## src/design/ps2mt_pkg.sv

```systemverilog
// ----------------------------------------------------------------------------
// ps2mt_pkg
// Shared types and constants for the PS/2 mouse cursor tracker: field widths,
// status and header bit positions, CSR indexes and reset values.
// ----------------------------------------------------------------------------
package ps2mt_pkg;

   // Field widths
   localparam int BYTE_W   = 8;
   localparam int COLUMN_W = 7;
   localparam int ROW_W    = 6;
   localparam int OFFSET_W = 14;

   // CSR port
   localparam int CSR_INDEX_W = 1;
   localparam int CSR_DATA_W  = 7;

   typedef enum logic [CSR_INDEX_W-1:0] {
      CSR_MAX_COLUMN = 1'b0,
      CSR_MAX_ROW    = 1'b1
   } csr_index_type;

   // Controller status bits
   localparam int STATUS_READY_BIT = 0;
   localparam int STATUS_AUX_BIT   = 5;

   // Header sign bits
   localparam int HDR_XSIGN_BIT = 4;
   localparam int HDR_YSIGN_BIT = 5;

   // Reset values
   localparam logic [COLUMN_W-1:0] MAX_COLUMN_RESET = 7'd79;
   localparam logic [ROW_W-1:0]    MAX_ROW_RESET    = 6'd24;
   localparam logic [COLUMN_W-1:0] COLUMN_RESET     = 7'd40;
   localparam logic [ROW_W-1:0]    ROW_RESET        = 6'd12;

   // Packet byte sequence
   typedef enum logic [1:0] {
      PH_HEADER = 2'd0,
      PH_XMOVE  = 2'd1,
      PH_YMOVE  = 2'd2
   } phase_type;

   // Halve a 9-bit two's complement movement, truncating toward zero.
   function automatic logic signed [BYTE_W-1:0] half_move(
      input logic [BYTE_W-1:0] low,
      input logic              neg
   );
      logic signed [BYTE_W:0] v;
      logic signed [BYTE_W:0] biased;
      begin
         v      = signed'({neg, low});
         biased = v + signed'({{BYTE_W{1'b0}}, neg});
         half_move = BYTE_W'(biased >>> 1);
      end
   endfunction

endpackage

```

## src/design/ps2mt_req_if.sv

```systemverilog
// ----------------------------------------------------------------------------
// ps2mt_req_if
// Input channel: one controller status byte and one data byte per beat.
// ----------------------------------------------------------------------------
interface ps2mt_req_if;
   logic                           valid;
   logic                           ready;
   logic [ps2mt_pkg::BYTE_W-1:0]   status_byte;
   logic [ps2mt_pkg::BYTE_W-1:0]   data_byte;

   modport source (output valid, output status_byte, output data_byte, input ready);
   modport sink   (input valid, input status_byte, input data_byte, output ready);
endinterface

```

## src/design/ps2mt_rsp_if.sv

```systemverilog
// ----------------------------------------------------------------------------
// ps2mt_rsp_if
// Result channel: packet completion flag, cursor cell and attribute offset.
// ----------------------------------------------------------------------------
interface ps2mt_rsp_if;
   logic                             valid;
   logic                             ready;
   logic                             packet_done;
   logic [ps2mt_pkg::COLUMN_W-1:0]   cursor_column;
   logic [ps2mt_pkg::ROW_W-1:0]      cursor_row;
   logic [ps2mt_pkg::OFFSET_W-1:0]   attribute_offset;

   modport source (output valid, output packet_done, output cursor_column,
                   output cursor_row, output attribute_offset, input ready);
   modport sink   (input valid, input packet_done, input cursor_column,
                   input cursor_row, input attribute_offset, output ready);
endinterface

```

## src/design/ps2_mouse_cursor_tracker.sv

```systemverilog
// ----------------------------------------------------------------------------
// ps2_mouse_cursor_tracker
// Collects three-byte PS/2 mouse packets from controller beats, moves a text
// cursor by half the reported motion and reports the cursor cell and its
// attribute byte offset for every beat.
// ----------------------------------------------------------------------------
//
//  channel  direction  contents
//  -------  ---------  ---------------------------------------------------
//  req_bus  in         status_byte, data_byte (valid/ready)
//  rsp_bus  out        packet_done, cursor_column, cursor_row,
//                      attribute_offset (valid/ready)
//  csr_*    in         write enable, index (0 max_column, 1 max_row), data
//
//  Each beat is computed combinationally: state and the output register load at
//  the accepting edge, and the result can leave on the following edge. One
//  beat per cycle is sustained while rsp_bus.ready stays high; the cursor
//  add/clamp and the row * pitch multiply set the path. A new beat is taken
//  whenever the output register is empty or is being drained. Synchronous
//  reset restores cursor (40,12), limits (79,24).
// ----------------------------------------------------------------------------
module ps2_mouse_cursor_tracker (
   input  logic                                  clock,
   input  logic                                  reset,
   ps2mt_req_if.sink                             req_bus,
   ps2mt_rsp_if.source                           rsp_bus,
   input  logic                                  csr_we,
   input  logic [ps2mt_pkg::CSR_INDEX_W-1:0]     csr_index,
   input  logic [ps2mt_pkg::CSR_DATA_W-1:0]      csr_wdata
);
   import ps2mt_pkg::*;

   localparam int POS_W = BYTE_W + 2;  // signed room for position +/- delta

   // Configuration
   logic [COLUMN_W-1:0] max_column_ff;
   logic [ROW_W-1:0]    max_row_ff;

   // Packet and cursor state
   phase_type           phase_ff, phase_in;
   logic [BYTE_W-1:0]   header_ff, header_in;
   logic [BYTE_W-1:0]   xmove_ff, xmove_in;
   logic [COLUMN_W-1:0] column_ff, column_in;
   logic [ROW_W-1:0]    row_ff, row_in;

   // Output register
   logic                rsp_valid_ff;
   logic                done_ff, done_in;
   logic [COLUMN_W-1:0] rsp_column_ff;
   logic [ROW_W-1:0]    rsp_row_ff;
   logic [OFFSET_W-1:0] rsp_offset_ff, offset_in;

   logic accept;
   logic byte_ok;

   logic signed [BYTE_W-1:0] dx, dy;
   logic signed [POS_W-1:0]  col_sum, row_sum;
   logic [COLUMN_W:0]        pitch;
   logic [OFFSET_W-1:0]      cell_index;

   // Handshake: output register parts the two sides
   assign req_bus.ready = !rsp_valid_ff || rsp_bus.ready;
   assign accept        = req_bus.valid && req_bus.ready;
   assign byte_ok       = req_bus.status_byte[STATUS_READY_BIT]
                       && req_bus.status_byte[STATUS_AUX_BIT];

   // CSR writes
   always_ff @(posedge clock) begin
      if (reset) begin
         max_column_ff <= MAX_COLUMN_RESET;
         max_row_ff    <= MAX_ROW_RESET;
      end else if (csr_we) begin
         unique case (csr_index_type'(csr_index))
            CSR_MAX_COLUMN: max_column_ff <= csr_wdata[COLUMN_W-1:0];
            CSR_MAX_ROW:    max_row_ff    <= csr_wdata[ROW_W-1:0];
            default: ;
         endcase
      end
   end

   // Next packet phase
   always_comb begin
      phase_in = phase_ff;
      if (accept && byte_ok) begin
         unique case (phase_ff)
            PH_HEADER: phase_in = PH_XMOVE;
            PH_XMOVE:  phase_in = PH_YMOVE;
            default:   phase_in = PH_HEADER;
         endcase
      end
   end

   // Movement deltas and clamped cursor
   always_comb begin
      dx      = half_move(xmove_ff, header_ff[HDR_XSIGN_BIT]);
      dy      = half_move(req_bus.data_byte, header_ff[HDR_YSIGN_BIT]);
      col_sum = signed'(POS_W'(column_ff)) + POS_W'(dx);
      row_sum = signed'(POS_W'(row_ff)) - POS_W'(dy);

      header_in = header_ff;
      xmove_in  = xmove_ff;
      column_in = column_ff;
      row_in    = row_ff;
      done_in   = 1'b0;

      if (accept && byte_ok) begin
         unique case (phase_ff)
            PH_HEADER: header_in = req_bus.data_byte;
            PH_XMOVE:  xmove_in  = req_bus.data_byte;
            default: begin
               done_in = 1'b1;
               if (col_sum < 0)
                  column_in = '0;
               else if (col_sum > signed'(POS_W'(max_column_ff)))
                  column_in = max_column_ff;
               else
                  column_in = col_sum[COLUMN_W-1:0];
               if (row_sum < 0)
                  row_in = '0;
               else if (row_sum > signed'(POS_W'(max_row_ff)))
                  row_in = max_row_ff;
               else
                  row_in = row_sum[ROW_W-1:0];
            end
         endcase
      end
   end

   // Attribute offset: (row * pitch + column) * 2 + 1, modulo 2^14
   always_comb begin
      pitch      = {1'b0, max_column_ff} + (COLUMN_W+1)'(1);
      cell_index = OFFSET_W'(row_in) * OFFSET_W'(pitch) + OFFSET_W'(column_in);
      offset_in  = {cell_index[OFFSET_W-2:0], 1'b1};
   end

   // State registers
   always_ff @(posedge clock) begin
      if (reset) begin
         phase_ff  <= PH_HEADER;
         header_ff <= '0;
         xmove_ff  <= '0;
         column_ff <= COLUMN_RESET;
         row_ff    <= ROW_RESET;
      end else begin
         phase_ff  <= phase_in;
         header_ff <= header_in;
         xmove_ff  <= xmove_in;
         column_ff <= column_in;
         row_ff    <= row_in;
      end
   end

   // Output valid
   always_ff @(posedge clock) begin
      if (reset)
         rsp_valid_ff <= 1'b0;
      else if (req_bus.ready)
         rsp_valid_ff <= req_bus.valid;
   end

   // Output payload
   always_ff @(posedge clock) begin
      if (accept) begin
         done_ff       <= done_in;
         rsp_column_ff <= column_in;
         rsp_row_ff    <= row_in;
         rsp_offset_ff <= offset_in;
      end
   end

   assign rsp_bus.valid            = rsp_valid_ff;
   assign rsp_bus.packet_done      = done_ff;
   assign rsp_bus.cursor_column    = rsp_column_ff;
   assign rsp_bus.cursor_row       = rsp_row_ff;
   assign rsp_bus.attribute_offset = rsp_offset_ff;

   // Checks
   a_accept_gives_result: assert property (@(posedge clock) disable iff (reset)
      accept |=> rsp_valid_ff)
      else $error("accepted beat left no result");

   a_third_byte_done: assert property (@(posedge clock) disable iff (reset)
      (accept && byte_ok && phase_ff == PH_YMOVE) |=> (done_ff && phase_ff == PH_HEADER))
      else $error("third packet byte did not complete packet");

   a_cursor_holds: assert property (@(posedge clock) disable iff (reset)
      !(accept && byte_ok) |=> ($stable(column_ff) && $stable(row_ff)
                               && $stable(phase_ff)))
      else $error("cursor state moved without an accepted byte");

   a_done_only_on_third: assert property (@(posedge clock) disable iff (reset)
      (accept && !(byte_ok && phase_ff == PH_YMOVE)) |=> !done_ff)
      else $error("packet_done raised without a completing byte");

endmodule
```

## src/flat_wrapper.sv

```systemverilog
// flat-port wrapper written by rule: the top's interface ports become plain ports
module ps2_mouse_cursor_tracker_flat import ps2mt_pkg::*;
  (clock, reset, csr_we, csr_index, csr_wdata, req_bus_valid, req_bus_status_byte, req_bus_data_byte, req_bus_ready, rsp_bus_valid, rsp_bus_packet_done, rsp_bus_cursor_column, rsp_bus_cursor_row, rsp_bus_attribute_offset, rsp_bus_ready);
  ps2mt_req_if req_bus_i ();
  ps2mt_rsp_if rsp_bus_i ();
  input  logic clock;
  input  logic reset;
  input  logic csr_we;
  input  logic [ps2mt_pkg::CSR_INDEX_W-1:0] csr_index;
  input  logic [ps2mt_pkg::CSR_DATA_W-1:0] csr_wdata;
  input wire logic [$bits(req_bus_i.valid)-1:0] req_bus_valid;
  input wire logic [$bits(req_bus_i.status_byte)-1:0] req_bus_status_byte;
  input wire logic [$bits(req_bus_i.data_byte)-1:0] req_bus_data_byte;
  output wire logic [$bits(req_bus_i.ready)-1:0] req_bus_ready;
  output wire logic [$bits(rsp_bus_i.valid)-1:0] rsp_bus_valid;
  output wire logic [$bits(rsp_bus_i.packet_done)-1:0] rsp_bus_packet_done;
  output wire logic [$bits(rsp_bus_i.cursor_column)-1:0] rsp_bus_cursor_column;
  output wire logic [$bits(rsp_bus_i.cursor_row)-1:0] rsp_bus_cursor_row;
  output wire logic [$bits(rsp_bus_i.attribute_offset)-1:0] rsp_bus_attribute_offset;
  input wire logic [$bits(rsp_bus_i.ready)-1:0] rsp_bus_ready;
  assign req_bus_i.valid = req_bus_valid;
  assign req_bus_i.status_byte = req_bus_status_byte;
  assign req_bus_i.data_byte = req_bus_data_byte;
  assign req_bus_ready = req_bus_i.ready;
  assign rsp_bus_valid = rsp_bus_i.valid;
  assign rsp_bus_packet_done = rsp_bus_i.packet_done;
  assign rsp_bus_cursor_column = rsp_bus_i.cursor_column;
  assign rsp_bus_cursor_row = rsp_bus_i.cursor_row;
  assign rsp_bus_attribute_offset = rsp_bus_i.attribute_offset;
  assign rsp_bus_i.ready = rsp_bus_ready;
  ps2_mouse_cursor_tracker u_core (.clock(clock), .reset(reset), .req_bus(req_bus_i), .rsp_bus(rsp_bus_i), .csr_we(csr_we), .csr_index(csr_index), .csr_wdata(csr_wdata));
endmodule
```

## config.mk

```make
export PLATFORM = sky130hd
export DESIGN_NAME = ps2_mouse_cursor_tracker_flat
export DESIGN_NICKNAME = d
export VERILOG_FILES = /design/src/design/ps2mt_pkg.sv /design/src/design/ps2mt_req_if.sv /design/src/design/ps2mt_rsp_if.sv /design/src/design/ps2_mouse_cursor_tracker.sv /design/src/flat_wrapper.sv
export SDC_FILE = /design/constraint.sdc
export NUM_CORES = 1
export LEC_CHECK = 0
export BUFFER_PORTS_ARGS = -buffer_cell sky130_fd_sc_hd__buf_2
export CAP_MARGIN = 20
export CORE_ASPECT_RATIO = 0.8
export CORE_MARGIN = 2
export CORE_UTILIZATION = 45
export CTS_CLUSTER_SIZE = 30
export DETAILED_ROUTE_END_ITERATION = 10
export PLACE_DENSITY_LB_ADDON = 0.05
export SLEW_MARGIN = 40
export SYNTH_ARGS = -nofsm -noshare
export SYNTH_HDL_FRONTEND = slang
export SYNTH_SLANG_ARGS = --single-unit
```

## constraint.sdc

```tcl
create_clock -name clock -period 10.75 [get_ports clock]
set_input_delay 2.15 -clock clock [delete_from_list [all_inputs] [get_ports clock]]
set_output_delay 2.15 -clock clock [all_outputs]
set_load 0.005 [all_outputs]
```

-- Word-level counts from Yosys, hierarchy flattened
Cells that the tools add are included.
- flip-flop bits (word level): 70
- output and inout port bits: 30
- input bits: 29
- word-level logic and storage cells: 46
- add/sub/neg operators: 6
- multiply operators: 1
- muxes and demuxes: 10
- bitwise logic cells: 1
- order comparisons: 4
- reductions and logical operators: 11
- equality and inequality tests: 1
- operators with widths (kind ; count):
    7-bit 2-to-1 mux ; 4
    6-bit 2-to-1 mux ; 4
    9-bit by 2-bit adder with 9-bit output ; 2
    9-bit by 1-bit < comparator with 1-bit output, second input constant ; 2
    13-bit by 7-bit adder with 13-bit output ; 1
    6-bit by 8-bit multiplier with 13-bit output ; 1
    8-bit by 8-bit adder with 9-bit output ; 1
    9-bit by 7-bit > comparator with 1-bit output ; 1
    9-bit by 8-bit > comparator with 1-bit output ; 1
    7-bit by 8-bit subtractor with 9-bit output ; 1
    7-bit by 1-bit adder with 8-bit output, second input constant ; 1
    2-bit AND reduction ; 4
    2-bit one-hot mux with 2 select lines ; 1
    1-bit logical AND ; 3
    2-bit by 1-bit equality test with 1-bit output, second input constant ; 1
    2-bit zero test ; 1
    2-bit OR reduction ; 1
    1-bit zero test ; 1
    1-bit logical OR ; 1
    1-bit 2-to-1 mux ; 1
    1-bit NOT ; 1

-- Depth between registers and ports, before layout
Gate-level depths: netlist (run 1).
- word-level depth: 9
- depth in mapped cells: 34
- gate-level depth less buffers: 34

-- Worst setup path before layout (run 1)
No wires, ideal clock.
- kind: in2reg
- start point: input port req_bus_data_byte[0]
- end point: register u_core.rsp_offset_ff[12] (netlist: u_core.rsp_bus.attribute_offset[12]) (data pin)
- stages: 31
- setup slack: 1692 ps
- arrival time: 8800 ps
- buffers on the path: 0
- cells stage by stage: and2_1 > ha_1 > ha_1 > inv_1 > fa_1 > a21o_1 > a211oi_1 > nor2_1 > ha_1 > nand3_1 > o21bai_1 > a31oi_1 > nor2_1 > a32oi_4 > mux2i_1 > a2bb2oi_2 > nor2_1 > fa_1 > inv_1 > fa_1 > fa_1 > inv_1 > fa_1 > ha_1 > inv_1 > o21bai_1 > a21oi_1 > o21bai_1 > a21oi_1 > nor4bb_1 > a211o_1
- longest elaborated chain between the ends: 9
- ends and longest elaborated chain (element ; line ; source):
    start: declaration ; flat_wrapper.sv:13 ; input wire logic [$bits(req_bus_i.data_byte)-1:0] req_bus_data_byte;
    9-bit by 2-bit adder with 9-bit output * ; ps2mt_pkg.sv:53 ; biased = v + signed'({{BYTE_W{1'b0}}, neg});
    7-bit by 8-bit subtractor with 9-bit output * ; ps2_mouse_cursor_tracker.sv:98 ; row_sum = signed'(POS_W'(row_ff)) - POS_W'(dy);
    9-bit by 7-bit > comparator with 1-bit output ; ps2_mouse_cursor_tracker.sv:120 ; else if (row_sum > signed'(POS_W'(max_row_ff)))
    6-bit 2-to-1 mux ; ps2_mouse_cursor_tracker.sv:120 ;
    6-bit 2-to-1 mux * ; ps2_mouse_cursor_tracker.sv:118 ; if (row_sum < 0)
    6-bit 2-to-1 mux * ; ps2_mouse_cursor_tracker.sv:107 ; unique case (phase_ff)
    6-bit 2-to-1 mux * ; ps2_mouse_cursor_tracker.sv:106 ; if (accept && byte_ok) begin
    6-bit by 8-bit multiplier with 13-bit output * ; ps2_mouse_cursor_tracker.sv:132 ; cell_index = OFFSET_W'(row_in) * OFFSET_W'(pitch) + OFFSET_W'(column_in);
    13-bit by 7-bit adder with 13-bit output * ; ps2_mouse_cursor_tracker.sv:132 ;
    via u_core.cell_index[11] ; ps2_mouse_cursor_tracker.sv:59 ; logic [OFFSET_W-1:0] cell_index;
    end signal: assignment ; ps2_mouse_cursor_tracker.sv:167 ; rsp_offset_ff <= offset_in;
    end: declaration ; ps2_mouse_cursor_tracker.sv:51 ; logic [OFFSET_W-1:0] rsp_offset_ff, offset_in;
Mark *: on every way through the listed nets, which the timed path passes. The rest lies on a longest branch.
A chain may end at the register's enable or synchronous reset.

-- Worst setup path in the final report (run 1)
Ends and elaborated chain as after synthesis.

==> reports/qor.yml, run 1 <==
run_status:
  run_status: "complete, no violations"
pwr:
  cellPowerDensity_nw_per_um2: 128
  power.ir.vdd_worst_mv: 0.0792
  power.switching_w: 0.000231
  internal_portion_of_total_power_w: 0.000551
  share_seq_of_total_power: 0.374
  leakage_nw: 2.92
  power.share.clock: 0.372
  combPwrFrac: 0.254
  power_w: 0.000782
  swShare: 0.295
finish:
  n_antenna_cell: 0
  num-nets-final: 757
  fraction_of_final_layout_cells_sized_beyond_drive_strength_1: 0.132
  layout-area-overhead-vs-synth_pct: 13.5
  final_design_area_no_fill_um2: 6100
yosys:
  synth.yosys.seq_area_share: 0.296
  synth-edff-count: 27
  post_synth.cell_area_avg_um2: 9.23
  synth-seq-cells: 66
  yosys-top-cells-area: "sky130_fd_sc_hd__edfxtp_1 (15%), sky130_fd_sc_hd__dfxtp_1 (15%), sky130_fd_sc_hd__ha_1 (14%), sky130_fd_sc_hd__fa_1 (11%), sky130_fd_sc_hd__nor2_1 (5.1%)"
  postSynthCellCount: 582
  postSynth.asyncResetShare: 0
  syn-num-nets: 701
  synth_flop_cell: "sky130_fd_sc_hd__dfxtp_1"
  synth_warnings: 0
  synth_top_area_share: 0.151
  synth.distinct_cells: 53
  netlist.top_cell.by_area: "sky130_fd_sc_hd__edfxtp_1"
  synth.cell_area_um2: 5370
clocking:
  clk_path_buf_depth: 2
  cts_resized: 0
  htree_levels: 3
  num_cts_buffers: 9
  clock_tree_from_tritoncts: "done"
  insertion_delay_ns: 0.33
  cts_hold_buffers: 0
  cts.sink_count: 66
  worst_setup_hold_path_clk_slew_ns: 0.06
  clk_root_buffer_cell: "sky130_fd_sc_hd__clkbuf_16"
  setup_fix_bufs_post_cts: 0
critical_path:
  path_buf_inv: 4
  cpLargestDelayFamily: "adder cells"
  worst_setup_path_class: "input pin to register"
  worst_path_largest_cell_delay_ns: 0.56
  required_ns: 10.84
  arrival_time_of_data_at_the_critical_path_endpoint_ns: 9.99
  timing.critical_path.fanout_max: 9
  worst_path_max_delay_cell: "sky130_fd_sc_hd__fa_1"
  critPathCaptureType: "register"
  kind_of_launch_point_of_the_worst_setup_path: "input pin"
placement:
  numPortBuffers: 51
  dp.final_hpwl_mm: 9.75
  globalplace.congestion: 0.912
  dpl-instance-area_um2: 5800
timing:
  setup-violations-final: 0
  final_hold_viol_count: 0
  tightest_slew_ns: 0.797
  clock-skew-final_ns: 0.00455
  slew_violations: 0
  setup_tns_ns: 0
  setup_repair_after_global_routing_missed_its_margin: "false"
  final.min_clock_period_ns: 9.90
  worst_slew_margin_rel: 0.464
  clock.fmax_ghz: 0.101
  portion_of_the_clock_cycle_consumed_by_the_worst_path_in_the_final_layout: 0.921
route:
  total_length_of_routed_wires_mm: 12.4
  drtIter0Drc: 243
  num_vias: 4200
  avgRoutedWirePerCell_um: 15.7
  dr_drc_count: 0
  dr.pass1.iters: 5
  post_detailed_route_via_to_cell_ratio: 5.31
  postRouteAntennaNets: 0
global_route:
  grt_antenna_before_repair: 0
  grt_pass1_wl_mm: 20.7
  first_global_vias: 4116
  grt_overflow_total: 0
  largest_net_degree_at_the_start_of_global_routing: 40
  track_usage: 0.206
die:
  starting_density_of_the_core: 0.465
  coreArea_um2: 11600
  chipHeight_um: 102
  die-width_um: 126
  boundaryPins: 59
  placement_rows: 35
  design.die.area_um2: 12800
job:
  cap_violations: 0
hold_path:
  min_path_type: "register to register"
## metal layers
layer | vias to the layer above | track usage | part of all wire
met5 | - | 0 | 0
met2 | 88 | 0.312 | 0.44
li1 | 2102 | - | -
met4 | 0 | 0.0541 | 0.0064
met3 | 5 | 0.0433 | 0.048
met1 | 2005 | 0.302 | 0.50
## cells in the mapped netlist, types with 4 or more instances
library cell,count
sky130_fd_sc_hd__fa_1,30
sky130_fd_sc_hd__nand3_1,29
sky130_fd_sc_hd__nor3_1,4
sky130_fd_sc_hd__o21a_1,11
sky130_fd_sc_hd__ha_1,60
sky130_fd_sc_hd__xor2_1,10
sky130_fd_sc_hd__a211o_1,8
sky130_fd_sc_hd__edfxtp_1,27
sky130_fd_sc_hd__o211ai_1,9
sky130_fd_sc_hd__dfxtp_1,39
sky130_fd_sc_hd__inv_1,70
sky130_fd_sc_hd__nor2b_1,8
sky130_fd_sc_hd__mux2i_1,16
sky130_fd_sc_hd__a31oi_1,6
sky130_fd_sc_hd__and2_1,8
sky130_fd_sc_hd__xnor2_1,30
sky130_fd_sc_hd__a21o_1,5
sky130_fd_sc_hd__a21oi_1,25
sky130_fd_sc_hd__nand2_1,35
sky130_fd_sc_hd__clkbuf_1,8
sky130_fd_sc_hd__nor2_1,73
sky130_fd_sc_hd__nand4_1,10
sky130_fd_sc_hd__or2_1,4
sky130_fd_sc_hd__inv_2,4
sky130_fd_sc_hd__nand2b_1,10
sky130_fd_sc_hd__and3_1,4
sky130_fd_sc_hd__o21ai_0,5
## path summary, 6_finish.rpt
path / start / end / slack [ns] / depth (start not counted)
setup reg to reg: u_core.header_ff[5]$_SDFFE_PP0P_ / u_core.rsp_bus.attribute_offset[12]$_DFFE_PP_ / 2.34 / 33
hold / removal: u_core.max_row_ff[2]$_SDFFE_PP0P_ / u_core.max_row_ff[2]$_SDFFE_PP0P_ / 0.48 / 2
hold reg to reg: u_core.max_row_ff[2]$_SDFFE_PP0P_ / u_core.max_row_ff[2]$_SDFFE_PP0P_ / 0.48 / 2
setup / recovery: req_bus_data_byte[0] / u_core.rsp_bus.attribute_offset[12]$_DFFE_PP_ / 0.85 / 34
## layout by cell type (no fill, tap or decap), drive strengths merged, types with 11 or more instances in the layout
cell type and n:
xnor2 30, fa 30, inv 74, a21oi 25, o21a 11, edfxtp 27, buf 54, ha 60
nand3 29, dfxtp 39, mux2i 16, nand2 35, nand4 12, nor2 73, clkbuf 11
## area by class of cell
class / instances / area, um2
clock inverters: 5 / 55.1
repair buffers: 54 / 278
multi-input cells: 433 / 3480
flip-flops and latches: 66 / 1590
fillers: 1079 / 5460
well taps: 148 / 185
clock buffers: 11 / 233
inverters: 74 / 278
## worst reg2reg max path: cells and delay by family (launching register included)
| family | cells | cell delay [ns] |
|---|---|---|
| adders and majority gates | 8 | 3.29 |
| xor gates and xnor gates | 2 | 0.44 |
| DFF | 1 | 0.41 |
| muxes | 1 | 0.37 |
| AOI/OAI and AO/OA | 12 | 2.73 |
| and+or+nand+nor | 7 | 0.75 |
| buffers and inverters | 3 | 0.18 |
## state kept, by name, indices dropped and copies added (netlist names)
register,count
u_core.column_ff,7
u_core.rsp_bus.cursor_row,6
u_core.rsp_bus.attribute_offset,13
u_core.row_ff,6
u_core.max_column_ff,7
u_core.max_row_ff,6
u_core.rsp_bus.cursor_column,7
u_core.header_ff,2
u_core.rsp_bus.valid,1
u_core.phase_ff,2
u_core.xmove_ff,8
u_core.rsp_bus.packet_done,1
## through the flow
stage	utilization	setup slack [ns]	std cells	hold slack [ns]
after global routing	0.527	0.225	791	0.506
final	0.527	0.849	791	0.481
after detailed placement	0.502	0.481	775	0.474
after global placement	0.502	0.592	775	0.471
after CTS	0.526	0.816	791	0.483
after floorplan	-	1.69	582	0.449
## cells by family after synthesis
| kind of cell | share of synthesized area |
|---|---|
| and+or+nand+nor | 0.176 |
| AOI/OAI and AO/OA | 0.122 |
| adders and majority gates | 0.252 |
| buffers and inverters | 0.0587 |
| DFF | 0.296 |
| xor gates and xnor gates | 0.0652 |
| muxes | 0.0298 |
| other | 0.000698 |
## power by group through the flow
stage          clock network (W)  registers [W]  logic (W)
3_5_place_dp                   0       0.000298   0.000200
3_3_place_gp                   0       0.000298   0.000197
4_1_cts                 0.000298       0.000293   0.000201
6_report                0.000291       0.000293   0.000199
5_1_grt                 0.000307       0.000294   0.000229
2_1_floorplan                  0       0.000299   0.000144
(Power assumes the default switching activity.)
==> run 2, diff against run 1 <==
--- a/config.mk
+++ b/config.mk
@@ -9,7 +9,7 @@
 export CAP_MARGIN = 20
 export CORE_ASPECT_RATIO = 0.8
 export CORE_MARGIN = 2
-export CORE_UTILIZATION = 45
+export CORE_UTILIZATION = 25
 export CTS_CLUSTER_SIZE = 30
 export DETAILED_ROUTE_END_ITERATION = 10
 export PLACE_DENSITY_LB_ADDON = 0.05
==> constraint.sdc (replaced) <==
create_clock -name clock -period 11.85 [get_ports clock]
set_input_delay 2.37 -clock clock [delete_from_list [all_inputs] [get_ports clock]]
set_output_delay 2.37 -clock clock [all_outputs]
set_load 0.005 [all_outputs]
==> run 2 against run 1 <==
Effect of this change: global-route usage is 7.5 points lower; worst setup slack better by 0.88 ns; hold slack better by 0.0016 ns; sequential power is 9.2% lower; clock skew is 0.0028 ns higher; combinational power is 8% lower; critical path depth stayed put; non-clock buffer count is 1 lower; sequential cell count stayed put; utilization is 22 points lower; largest cell class unchanged.
==> reports/qor.yml, run 2 (synthesis gave the netlist of run 1 again) <==
run_status:
  run_status: "complete, no violations"
die:
  placement_rows: 47  # +34%
  coreArea_um2: 20900  # +81%
  chipHeight_um: 135  # +33%
  design.die.area_um2: 22700  # +77%
  die-width_um: 168  # +33%
  boundaryPins: 59  # unchanged
  starting_density_of_the_core: 0.257  # -0.207
route:
  total_length_of_routed_wires_mm: 14.3  # +15%
  num_vias: 4140  # -1.4%
  dr.pass1.iters: 5  # unchanged
  postRouteAntennaNets: 0  # unchanged
  avgRoutedWirePerCell_um: 15.7  # +0.13%
  post_detailed_route_via_to_cell_ratio: 4.54  # -14%
  dr_drc_count: 0  # unchanged
  drtIter0Drc: 229  # -5.8%
timing:
  final.min_clock_period_ns: 10.12
  slew_violations: 0  # unchanged
  tightest_slew_ns: 0.706  # -0.0907 ns
  final_hold_viol_count: 0  # unchanged
  setup_tns_ns: 0  # unchanged
  setup-violations-final: 0  # unchanged
  clock-skew-final_ns: 0.00730  # +0.00275 ns
  worst_slew_margin_rel: 0.525  # +0.0611
  clock.fmax_ghz: 0.0988
  setup_repair_after_global_routing_missed_its_margin: "false"
  portion_of_the_clock_cycle_consumed_by_the_worst_path_in_the_final_layout: 0.854
clocking:
  worst_setup_hold_path_clk_slew_ns: 0.06  # about the same
  cts_hold_buffers: 0  # unchanged
  htree_levels: 3  # unchanged
  setup_fix_bufs_post_cts: 0  # unchanged
  clock_tree_from_tritoncts: "done"
  insertion_delay_ns: 0.35  # +0.02 ns
  cts.sink_count: 66  # unchanged
  num_cts_buffers: 9  # unchanged
  cts_resized: 0  # unchanged
  clk_root_buffer_cell: "sky130_fd_sc_hd__clkbuf_16"
  clk_path_buf_depth: 2  # unchanged
hold_path:
  worst_hold_path.endpoint: "u_core.max_row_ff[0]$_SDFFE_PP0P_"
  whs_path_depth: 2  # unchanged
  min-delay-start: "u_core.max_row_ff[0]$_SDFFE_PP0P_"
  min_path_type: "register to register"
critical_path:
  crit-reg2reg-capture: "u_core.rsp_bus.attribute_offset[13]$_DFFE_PP_"
  kind_of_launch_point_of_the_worst_setup_path: "input pin"
  regToRegStartpoint: "u_core.header_ff[5]$_SDFFE_PP0P_"
  ff2ff_path_depth: 33  # unchanged
  worst_setup_path_class: "input pin to register"
  arrival_time_of_data_at_the_critical_path_endpoint_ns: 10.20  # +0.21 ns
  critPathCaptureType: "register"
  timing.critical_path.fanout_max: 9  # unchanged
  regToRegSetupSlack_ns: 3.47  # +1.13 ns
  worst_path_largest_cell_delay_ns: 0.55  # about the same
  required_ns: 11.94  # +1.10 ns
  worst_path_max_delay_cell: "sky130_fd_sc_hd__fa_1"
global_route:
  track_usage: 0.131  # -0.0749
  gr-max-usage-layer: "met1"
  first_global_vias: 4032  # -2.0%
  grt_antenna_before_repair: 0  # unchanged
  grt_pass1_wl_mm: 22.6  # +9.2%
  met1_usage: 0.201  # -0.101
  grt_use_met3: 0.0273  # -0.0161
  m2_gr_usage: 0.187  # -0.125
  grt_overflow_total: 0  # unchanged
  largest_net_degree_at_the_start_of_global_routing: 40  # unchanged
pwr:
  combPwrFrac: 0.238  # -0.016
  internal_portion_of_total_power_w: 0.000545  # -1.2%
  leakage_nw: 2.95  # +1.3%
  power.switching_w: 0.000226  # -2.3%
  swShare: 0.293  # -0.00235
  power.ir.vdd_worst_mv: 0.0596  # -25%
  share_seq_of_total_power: 0.345  # -0.029
  cellPowerDensity_nw_per_um2: 122  # -4.9%
  power.share.clock: 0.417  # +0.045
finish:
  num-nets-final: 756  # -0.13%
  layout.cells.most_common: "sky130_fd_sc_hd__nor2_1"
  largest_register_ffs: 13  # unchanged
  finalCoreUtilization: 0.303  # -0.225
  highest_count_cells_in_the_layout_ignoring_fill_and_taps: "sky130_fd_sc_hd__nor2_1 (73), sky130_fd_sc_hd__inv_1 (70), sky130_fd_sc_hd__ha_1 (60), sky130_fd_sc_hd__buf_2 (51), sky130_fd_sc_hd__dfxtp_1 (39)"
  layout-area-overhead-vs-synth_pct: 17.6
  fraction_of_final_layout_cells_sized_beyond_drive_strength_1: 0.134  # +0.00176
  n_antenna_cell: 0  # unchanged
placement:
  globalplace.congestion: 0.745  # -18%
  numPortBuffers: 51  # unchanged
  dp.final_hpwl_mm: 11.1  # +14%
job:
  cap_violations: 0  # unchanged
run 2: changes by cell type in the layout (fill, tap and decap cells not counted), sizes merged:
| cell | change |
|---|---|
| buf | -1 |
| bufinv | +2 |
| clkbuf | -2 |
| clkinv | +1 |
| clkinvlp | -2 |
| inv | +1 |
run 2: power by group through the flow:
stage          combinational [W]  sequential [W]  clock, W
3_5_place_dp            0.000185        0.000271         0
6_report                0.000184        0.000266  0.000321
4_1_cts                 0.000186        0.000266  0.000330
3_3_place_gp            0.000185        0.000271         0
2_1_floorplan           0.000131        0.000271         0
5_1_grt                 0.000213        0.000268  0.000339
run 2: worst max-delay path by stage:
stage                         start                                            end  slack (ns)  cells past startpoint
2_1_floorplan  req_bus_data_byte[0]  u_core.rsp_bus.attribute_offset[12]$_DFFE_PP_        2.57                     31
3_3_place_gp   req_bus_data_byte[0]  u_core.rsp_bus.attribute_offset[13]$_DFFE_PP_        1.37                     34
3_5_place_dp   req_bus_data_byte[0]  u_core.rsp_bus.attribute_offset[12]$_DFFE_PP_        1.36                     34
4_1_cts        req_bus_data_byte[0]  u_core.rsp_bus.attribute_offset[13]$_DFFE_PP_        1.69                     34
5_1_grt        req_bus_data_byte[0]  u_core.rsp_bus.attribute_offset[12]$_DFFE_PP_        1.14                     34
6_report       req_bus_data_byte[0]  u_core.rsp_bus.attribute_offset[13]$_DFFE_PP_        1.73                     34
run 2: worst max-delay path, delay by kind of cell:
kind / cells / cell delay [ns]
multiplexers: 1 / 0.39
XOR/XNOR: 4 / 0.77
AO/OA/AOI/OAI: 11 / 2.51
AND/OR/NAND/NOR: 7 / 0.64
adder cells (fa/ha/maj): 8 / 3.28
buffers and inverters: 3 / 0.22
run 2: area by class of cell:
cell class	count	area, um2
Clock buffer	9	225
Timing Repair Buffer	53	290
Tap cell	269	337
Fill cell	2220	14600
Inverter	74	278
Clock inverter	7	116
Sequential cell	66	1590
Multi-Input combinational cell	433	3480
run 2: layer usage:
layer	share of wire	vias to the layer above
met5	0	-
met4	0.0099	0
met3	0.035	8
met2	0.41	69
met1	0.55	1958
li1	-	2105
run 2: per-stage QoR:
step / instance area [um2] / power, W / hold WS [ns] / std cells / setup WS, ns
after CTS: 6280 / 0.000782 / 0.487 / 910 / 1.69
after global placement: 5940 / 0.000456 / 0.472 / 894 / 1.37
after global routing: 6320 / 0.000820 / 0.507 / 911 / 1.14
final: 6320 / 0.000771 / 0.483 / 911 / 1.73
after floorplan: 5370 / 0.000402 / 0.449 / 582 / 2.57
after detailed placement: 5940 / 0.000456 / 0.478 / 894 / 1.36
